File: src/design/smpq_pkg.sv
`default_nettype none
package smpq_pkg;

  localparam int unsigned KeyBits = 32;
  localparam int unsigned TagBits = 16;

  localparam logic OP_INSERT = 1'b0;
  localparam logic OP_REMOVE = 1'b1;

  localparam logic [1:0] ST_DONE  = 2'd0;
  localparam logic [1:0] ST_FULL  = 2'd1;
  localparam logic [1:0] ST_EMPTY = 2'd2;

  typedef struct packed {
    logic               operation;
    logic [KeyBits-1:0] new_key;
    logic [TagBits-1:0] new_payload;
  } smpq_req_t;

  typedef struct packed {
    logic [1:0]         status;
    logic [KeyBits-1:0] out_key;
    logic [TagBits-1:0] out_payload;
    logic               is_empty;
    logic               is_full;
  } smpq_rsp_t;

  typedef struct packed {
    logic [KeyBits-1:0] key;
    logic [TagBits-1:0] tag;
  } smpq_entry_t;

  // Broadcast to every cell in the chain
  typedef struct packed {
    logic        ins;
    logic        rem;
    smpq_entry_t entry;
  } smpq_cmd_t;

endpackage
`default_nettype wire

File: src/design/smpq_cell.sv
`default_nettype none
module smpq_cell
  import smpq_pkg::*;
(
  input  wire logic        clk_i,
  input  wire logic        rst_ni,
  input  wire smpq_cmd_t   cmd_i,
  // lower neighbor (closer to the head)
  input  wire smpq_entry_t prev_entry_i,
  input  wire logic        prev_valid_i,
  input  wire logic        prev_take_i,
  // upper neighbor (closer to the tail)
  input  wire smpq_entry_t next_entry_i,
  input  wire logic        next_valid_i,
  output smpq_entry_t      entry_o,
  output logic             valid_o,
  output logic             take_o
);

  smpq_entry_t entry_q, entry_d;
  logic        valid_q, valid_d;

  // Cell sits at or beyond the insert point: empty, or key not below new key.
  assign take_o = !valid_q || (cmd_i.entry.key <= entry_q.key);

  always_comb begin
    entry_d = entry_q;
    valid_d = valid_q;
    if (cmd_i.ins && take_o) begin
      if (prev_take_i) begin
        entry_d = prev_entry_i;
        valid_d = prev_valid_i;
      end else begin
        entry_d = cmd_i.entry;
        valid_d = 1'b1;
      end
    end else if (cmd_i.rem) begin
      entry_d = next_entry_i;
      valid_d = next_valid_i;
    end
  end

  always_ff @(posedge clk_i or negedge rst_ni) begin
    if (!rst_ni) begin
      valid_q <= 1'b0;
    end else begin
      valid_q <= valid_d;
    end
  end

  always_ff @(posedge clk_i) begin
    entry_q <= entry_d;
  end

  assign entry_o = entry_q;
  assign valid_o = valid_q;

endmodule
`default_nettype wire

File: config.mk
export PLATFORM = sky130hd
export DESIGN_NAME = smpq_cell
export DESIGN_NICKNAME = d
export VERILOG_FILES = /design/src/design/smpq_pkg.sv /design/src/design/smpq_cell.sv
export SDC_FILE = /design/constraint.sdc
export NUM_CORES = 1
export LEC_CHECK = 0
export ABC_AREA = 0
export BUFFER_PORTS_ARGS = -buffer_cell sky130_fd_sc_hd__buf_2
export CORE_MARGIN = 1
export CORE_UTILIZATION = 40
export CTS_CLUSTER_DIAMETER = 100
export CTS_CLUSTER_SIZE = 24
export DETAILED_ROUTE_END_ITERATION = 8
export GPL_TIMING_DRIVEN = 1
export PLACE_DENSITY_LB_ADDON = 0.08
export SLEW_MARGIN = 10
export SYNTH_ARGS = -nofsm -noshare
export SYNTH_HDL_FRONTEND = slang
export SYNTH_SLANG_ARGS = --single-unit
File: constraint.sdc
create_clock -name clk_i -period 2.81 [get_ports clk_i]
set_input_delay 0.281 -clock clk_i [delete_from_list [all_inputs] [get_ports clk_i]]
set_output_delay 0.281 -clock clk_i [all_outputs]
set_load 0.005 [all_outputs]
# After elaboration in Yosys (flattened, before gate mapping)
# Index checks and enable logic that the tools add are counted.
word_totals:
  reg_bits: 49
  latchBits: 0
  ram_bits: 0
  romBits: 0
  output_inout_bits: 50
  mem_count: 0
classes:
  n_addsub: 0
  mul: 0
  div: 0
  order_cmp: 1
  n_eq_ne: 0
  n_shift: 0
  n_mux: 6
  n_bitwise: 0
  reduce_logical: 4
op_table:
  columns: ["op", "n"]
  rows:
  - ["$mux 48", 3]
  - ["$le 32x32->1", 1]
  - ["$mux 1", 3]
  - ["$reduce_bool 2->1", 1]
  - ["$logic_and 1x1->1", 1]
  - ["$logic_not 1->1", 1]
  - ["$logic_or 1x1->1", 1]

# Depth between registers and ports, before layout
# Gate-level depths: netlist of the first run.
logic_depth:
  ltp_word: 4
  ltp_mapped: 9
  ltp_nobuf: 8

# Worst setup path before layout of the first run
# Ideal clock, no wire load.
synth_timing:
  path_kind: "flip-flop to flip-flop"
  startpoint: "register entry_q, in the netlist entry_o[30]"
  endpoint: "register entry_q, in the netlist entry_o[0] (enable)"
  arrival_time_ns: 2.584
  slack_ns: -0.158
  stages_incl_launch_ff: 10
  n_path_buf: 1
  period_less_slack_ns: 2.968
  cell_sequence: "edfxtp_1 -> inv_1 -> ha_1 -> a21oi_1 -> nand2_1 -> a221oi_1 -> a31oi_2 -> a211oi_4 -> buf_6 -> or2_2"
synth_via:
  elab_chain_len: 4
synth_rtl:
  columns: ["element", "line", "source"]
  rows:
  - ["from (decl)", "smpq_cell.sv:20", "smpq_entry_t entry_q, entry_d;"]
  - ["from (signal assigned)", "smpq_cell.sv:52", "entry_q <= entry_d;"]
  - ["$le 32x32->1", "smpq_cell.sv:24", "assign take_o = !valid_q || (cmd_i.entry.key <= entry_q.key);"]
  - ["$logic_or 1x1->1", "smpq_cell.sv:24", null]
  - ["$logic_and 1x1->1", "smpq_cell.sv:29", "if (cmd_i.ins && take_o) begin"]
  - ["$reduce_bool 2->1 (no source line)", null, null]
# No other way between the ends.
# A chain may end at the register's enable or synchronous reset.

==> results of run 1 <==
==> report_power, final <==
group	internal [mW]	switching, mW
Clock	0.354	0.243
Combinational	0.477	0.370
Sequential	0.945	0.0447
==> critical path: stages, from the launching register on <==
cell	delay [ns]
edfxtp_1	0.40
inv_1	0.07
ha_1	0.25
a21oi_2	0.16
o21ai_2	0.08
a221oi_2	0.23
o211ai_1	0.23
a211oi_4	0.38
buf_6	0.18
clkbuf_16	0.15
mux2_2	0.33
==> Yosys cell counts, drive strengths merged (3+ instances only) <==
library cell	number	area (µm²)
mux2	95	1070
o21ai	5	25.0
nor2	3	11.3
inv	34	128
edfxtp	48	1440
nand4	7	43.8
a21oi	13	65.1
clkbuf	6	22.5
buf	5	56.3
ha	32	400
nand2	10	37.5
==> state kept, by name (all words and copies together), names as in the netlist <==
register	flops
entry_o	48
valid_o	1
==> layer usage <==
metal | wire [µm] | vias to the layer above | global-route usage, % | share of wire [%]
li1 | - | 1465 | - | -
met1 | 3700 | 1299 | 23.5 | 41
met2 | 4480 | 118 | 34.2 | 50
met3 | 729 | 2 | 5.18 | 8.2
met4 | 37 | 0 | 4.73 | 0.41
met5 | 0 | - | 0 | 0
==> timing repair <==
action                                  in CTS  in global routing
cloned                                       1                  1
hold buffers                                 1                  0
hold endpoints to repair                     1                  0
buffers inserted                             4                  6
gates resized for setup                      5                  9
pin swaps                                    4                  6
endpoints found under the setup margin      65                 96
==> per-stage QoR <==
stage                     cell area (µm²)  utilization (%)  hold slack (ns)  worst slack, ns
after detailed placement             4640             55.6           0.0567          -0.0659
final                                5000             59.9            0.262            0.104
after global routing                 5000             59.9            0.247          0.00230
after floorplan                      3500                -          -0.0146           0.0777
after global placement               4640             55.6           0.0578          -0.0668
after CTS                            4850             58.2            0.249          0.00686
==> kinds of logic after synthesis <==
kind of cell	synth area share, %
adders and majority gates	11.5
AOI/OAI and AO/OA	5.15
DFF	41.9
and+or+nand+nor	4.37
muxes	31.2
buffers and inverters	5.91
==> worst paths after layout <==
check	to	cells after the start	slack, ns
min in group asynchronous	valid_o	2	0.27
worst min register to register	valid_o	2	0.72
max in group asynchronous	valid_o	2	2.45
worst max-delay path	entry_o[9]	10	0.10
worst min-delay path	entry_o[5]	2	0.26
worst max register to register	entry_o[9]	10	0.10
==> cell type report <==
class / count / share of cell area (%)
multi-input combinational: 186 / 37.6
tap: 105 / 2.63
sequential: 49 / 29.3
clock buffer: 5 / 1.38
inverter: 34 / 2.55
timing repair buffer: 218 / 25.2
clock inverter: 3 / 1.30
==> impl_metrics.ini, run 1 <==
[status]
status = finished, final reports clean

[sta]
fin_crit_sh_pct = 96.3
finalHoldViolCount = 0
relSlewSlack_pct = 57.8
maxSlewViolCount = 0
worst_slew_pin_slew_ns = 0.634
rsz0062_at_grt = no
fmax_ghz = 0.369
period_minus_slack_ns = 2.71
setup_viol = 0
tns_ns = 0
fin_skew_ns = 0.00372

[critical_path]
critPathMaxFanout = 8
crit_required_ns = 2.87
reg2reg_from = entry_o[39]
criticalPathCategory = reg2reg
startpoint = entry_o[39]
startpoint_type = flop
cp-end-kind = flop
arrival_ns = 2.77

[power_and_ir_drop]
ir_drop_uv = 224
p_leak_nw = 2.38
finalPower_mw = 2.43
powerDensity_nw_per_um2 = 487

[floorplanning]
fp.dieArea_um2 = 9120
rows = 33
start_util_pct = 41.9
dieWidth_um = 95.5
pin_count = 201
fp.dieH_um = 95.5
core-area_um2 = 8340

[finish]
final-seq-area_um2 = 1470
mostFrequentLayoutCell = buf_2
area_growth_pct = 42.9
instances_no_fill = 600
diodes = 0
fill_cells = 745
drive_gt1_share_pct = 66.7
nets = 677
layout_common_cells = buf_2 (200), mux2_2 (92), edfxtp_1 (48), inv_1 (34), ha_1 (31)
multi_input_area_um2 = 1880

[drt]
ant_nets = 0
remaining_drc_errors = 0
vias = 2884
avgViaCountPerCell = 4.81
drt_iter0_drc = 44
wire_per_inst_um = 14.9
drt_wl_total_um = 8940
dr.pass1.iters = 4

[synthesis]
async_flop_share_pct = 2.04
synth_area_per_cell_um2 = 12.5
syn-cell-area_um2 = 3500
ys_types = 28
synth_cells = 280
yosysWarnings = 0
yosysSeqAreaShare_pct = 41.9
ys_ff_latch = 49
synth_fp_nets = 463
ys.flop_type = edfxtp_1
synth_edf_count = 48

[global_routing]
track_usage_pct = 19.4
grt_max_degree = 31
antenna_found_initial = 0
grt_pass1_wl_um = 13400
overflow = 0
grt_pass1_vias = 2848

[cts]
clock-sinks = 49
clk_pin_slew_ns = 0.09
h-tree-depth = 2
cts_made_buffers = 5
root_buffer = clkbuf_8
cts_tree = yes
cts.path.max_buffers = 2
clock_latency_ns = 0.30

[place]
gp_congestion = 0.754
dpl.hpwl_um = 6900
port_buffers = 200
placedCellCount = 579

[worst_hold_path]
hold_path_class = in2reg
min_from = next_entry_i[5]

[job]
drv_cap = 0
Power figures use the tool's default switching activity.
==> run 2, diff against run 1 <==
--- a/config.mk
+++ b/config.mk
@@ -13,7 +13,7 @@
 export CTS_CLUSTER_SIZE = 24
 export DETAILED_ROUTE_END_ITERATION = 8
 export GPL_TIMING_DRIVEN = 1
-export PLACE_DENSITY_LB_ADDON = 0.08
+export PLACE_DENSITY = 0.81
 export SLEW_MARGIN = 10
 export SYNTH_ARGS = -nofsm -noshare
 export SYNTH_HDL_FRONTEND = slang
==> constraint.sdc (replaced) <==
create_clock -name clk_i -period 2.81 [get_ports clk_i]
set_input_delay 0.281 -clock clk_i [delete_from_list [all_inputs] [get_ports clk_i]]
set_output_delay 0.281 -clock clk_i [all_outputs]
set_load 0.1 [all_outputs]
==> run 2 against run 1 <==
- final cell count up 0.50%
- register-to-register slack worse by 0.04 ns
- non-clock buffer count is 3 higher
- clock power is essentially flat
- first-iteration DRC count is 45% higher
- hold slack got worse by 0.018 ns
- via count is 6.0% higher
- die area is the same
- clock skew grew 0.00087 ns
- sequential share of layout area shrank 1.8 points
- global-route usage up 1.0 points
- flip-flop and latch count did not move
- critical path type unchanged
==> impl_metrics.ini, run 2 (same netlist as run 1, synthesis figures left out) <==
[status]
status = finished, final reports clean

[finish]
final_util_pct = 63.8
largest_reg_flops = 48
diodes = 0
instances_no_fill = 603
drive_gt1_share_pct = 69.1
nets = 680
layout_common_cells = buf_2 (199), mux2_2 (55), edfxtp_1 (48), mux2_4 (40), inv_1 (30)
fill_cells = 695
area_growth_pct = 52.3
mostFrequentLayoutCell = buf_2

[floorplanning]
fp.dieH_um = 95.5
rows = 33
dieWidth_um = 95.5
fp.dieArea_um2 = 9120
pin_count = 201
core-area_um2 = 8340
start_util_pct = 41.9

[cts]
cts.path.max_buffers = 2
clock_latency_ns = 0.30
root_buffer = clkbuf_8
cts_made_buffers = 5
cts_tree = yes
clk_pin_slew_ns = 0.09
h-tree-depth = 2
clock-sinks = 49

[power_and_ir_drop]
p_leak_nw = 2.58
powerDensity_nw_per_um2 = 632
ir_drop_uv = 417
finalPower_mw = 3.36

[critical_path]
cpPeakStageDelay_ns = 0.37
slowest_stage = edfxtp_1
criticalPathCategory = reg2reg
startpoint_type = flop
crit_required_ns = 2.87
arrival_ns = 2.81
critPathMaxFanout = 8
cp_cell_sequence = inv_1 -> ha_1 -> nand4_1 -> buf_4 -> nor4_4 -> nand4b_1 -> a31oi_4 -> a211oi_4 -> buf_6 -> clkbuf_16 -> mux2_4
cp-end-kind = flop

[drt]
ant_nets = 0
drt_wl_total_um = 9950
remaining_drc_errors = 0
drt_iter0_drc = 64
wire_per_inst_um = 16.5
vias = 3058
dr.pass1.iters = 4
avgViaCountPerCell = 5.07

[sta]
fin_crit_sh_pct = 97.8
whs_ns = 0.244
worst_slew_pin_slew_ns = 0.621
maxSlewViolCount = 0
setup_viol = 0
rsz0062_at_grt = yes
relSlewSlack_pct = 58.6
fin_skew_ns = 0.00459
fmax_ghz = 0.364
finalHoldViolCount = 0
period_minus_slack_ns = 2.75
tns_ns = 0

[global_routing]
grt_max_degree = 31
overflow = 0
track_usage_pct = 20.5
antenna_found_initial = 0
grt_pass1_wl_um = 14200
grt_pass1_vias = 2970

[worst_hold_path]
hold_path_class = in2reg

[place]
port_buffers = 200
dpl.hpwl_um = 7640
placedCellCount = 583
gp_congestion = 0.778

[job]
drv_cap = 0
-- run 2: cell types whose count changed in the layout (fill, tap and decap cells not counted), sizes merged --
cell,delta
buf,+1
clkbuf,+2
-- run 2: worst max-delay path: cells and delay by family, from the launching register on --
family                   cells  cell delay [ns]
buffers and inverters        4             0.60
multiplexers                 1             0.30
AO/OA/AOI/OAI                2             0.35
flip-flops                   1             0.37
AND/OR/NAND/NOR              3             0.58
adder cells (fa/ha/maj)      1             0.30
-- run 2: layer usage --
layer,global-route usage (%),vias up,wire [µm]
met1,24.6,1436,4050
met2,36.2,124,5060
li1,-,1479,-
met5,0,-,0
met4,7.21,0,210
met3,3.99,19,638
-- run 2: final timing paths --
| kind | start | endpoint | slack [ns] | cells after the start |
|---|---|---|---|---|
| max | entry_o[31] | entry_o[24] | 0.06 | 11 |
| min | prev_valid_i | valid_o | 0.24 | 3 |
| max reg2reg | entry_o[31] | entry_o[24] | 0.06 | 11 |
| min reg2reg | valid_o | valid_o | 0.66 | 2 |
| max in group asynchronous | rst_ni | valid_o | 2.44 | 2 |
| min in group asynchronous | rst_ni | valid_o | 0.29 | 2 |
-- run 2: stage by stage --
step | worst slack, ns | cell area, µm²
after CTS | 0.00629 | 5030
after global placement | -0.0614 | 4880
after floorplan | -0.563 | 3680
after global routing | -0.0674 | 5320
after detailed placement | -0.0923 | 4880
final | 0.0617 | 5320
-- run 2: final cells by class --
cell class                      instances  area, µm²  area share [%]
Tap cell                              105        131            2.47
Timing Repair Buffer                  221       1340            25.1
Multi-Input combinational cell        186       2130            40.0
Sequential cell                        49       1470            27.6
Clock buffer                            5       68.8            1.29
Clock inverter                          3       65.1            1.22
Inverter                               34        128            2.40
-- run 2: what timing repair did --
action                                  4_1_cts  5_1_grt
hold buffers                                  1        0
endpoints found under the setup margin       73       96
cloned                                        0        4
resized for setup                             2       17
pin swaps                                     0        9
hold endpoints to repair                      1        0
setup buffers                                 0        7
-- run 2: power by group --
part | switching (mW) | leakage (nW) | total, mW | internal, mW
Combinational | 1.20 | 2.02 | 1.77 | 0.569
Sequential | 0.0475 | 0.495 | 0.993 | 0.946
Clock | 0.246 | 0.0681 | 0.600 | 0.354
Total | 1.49 | 2.58 | 3.36 | 1.87
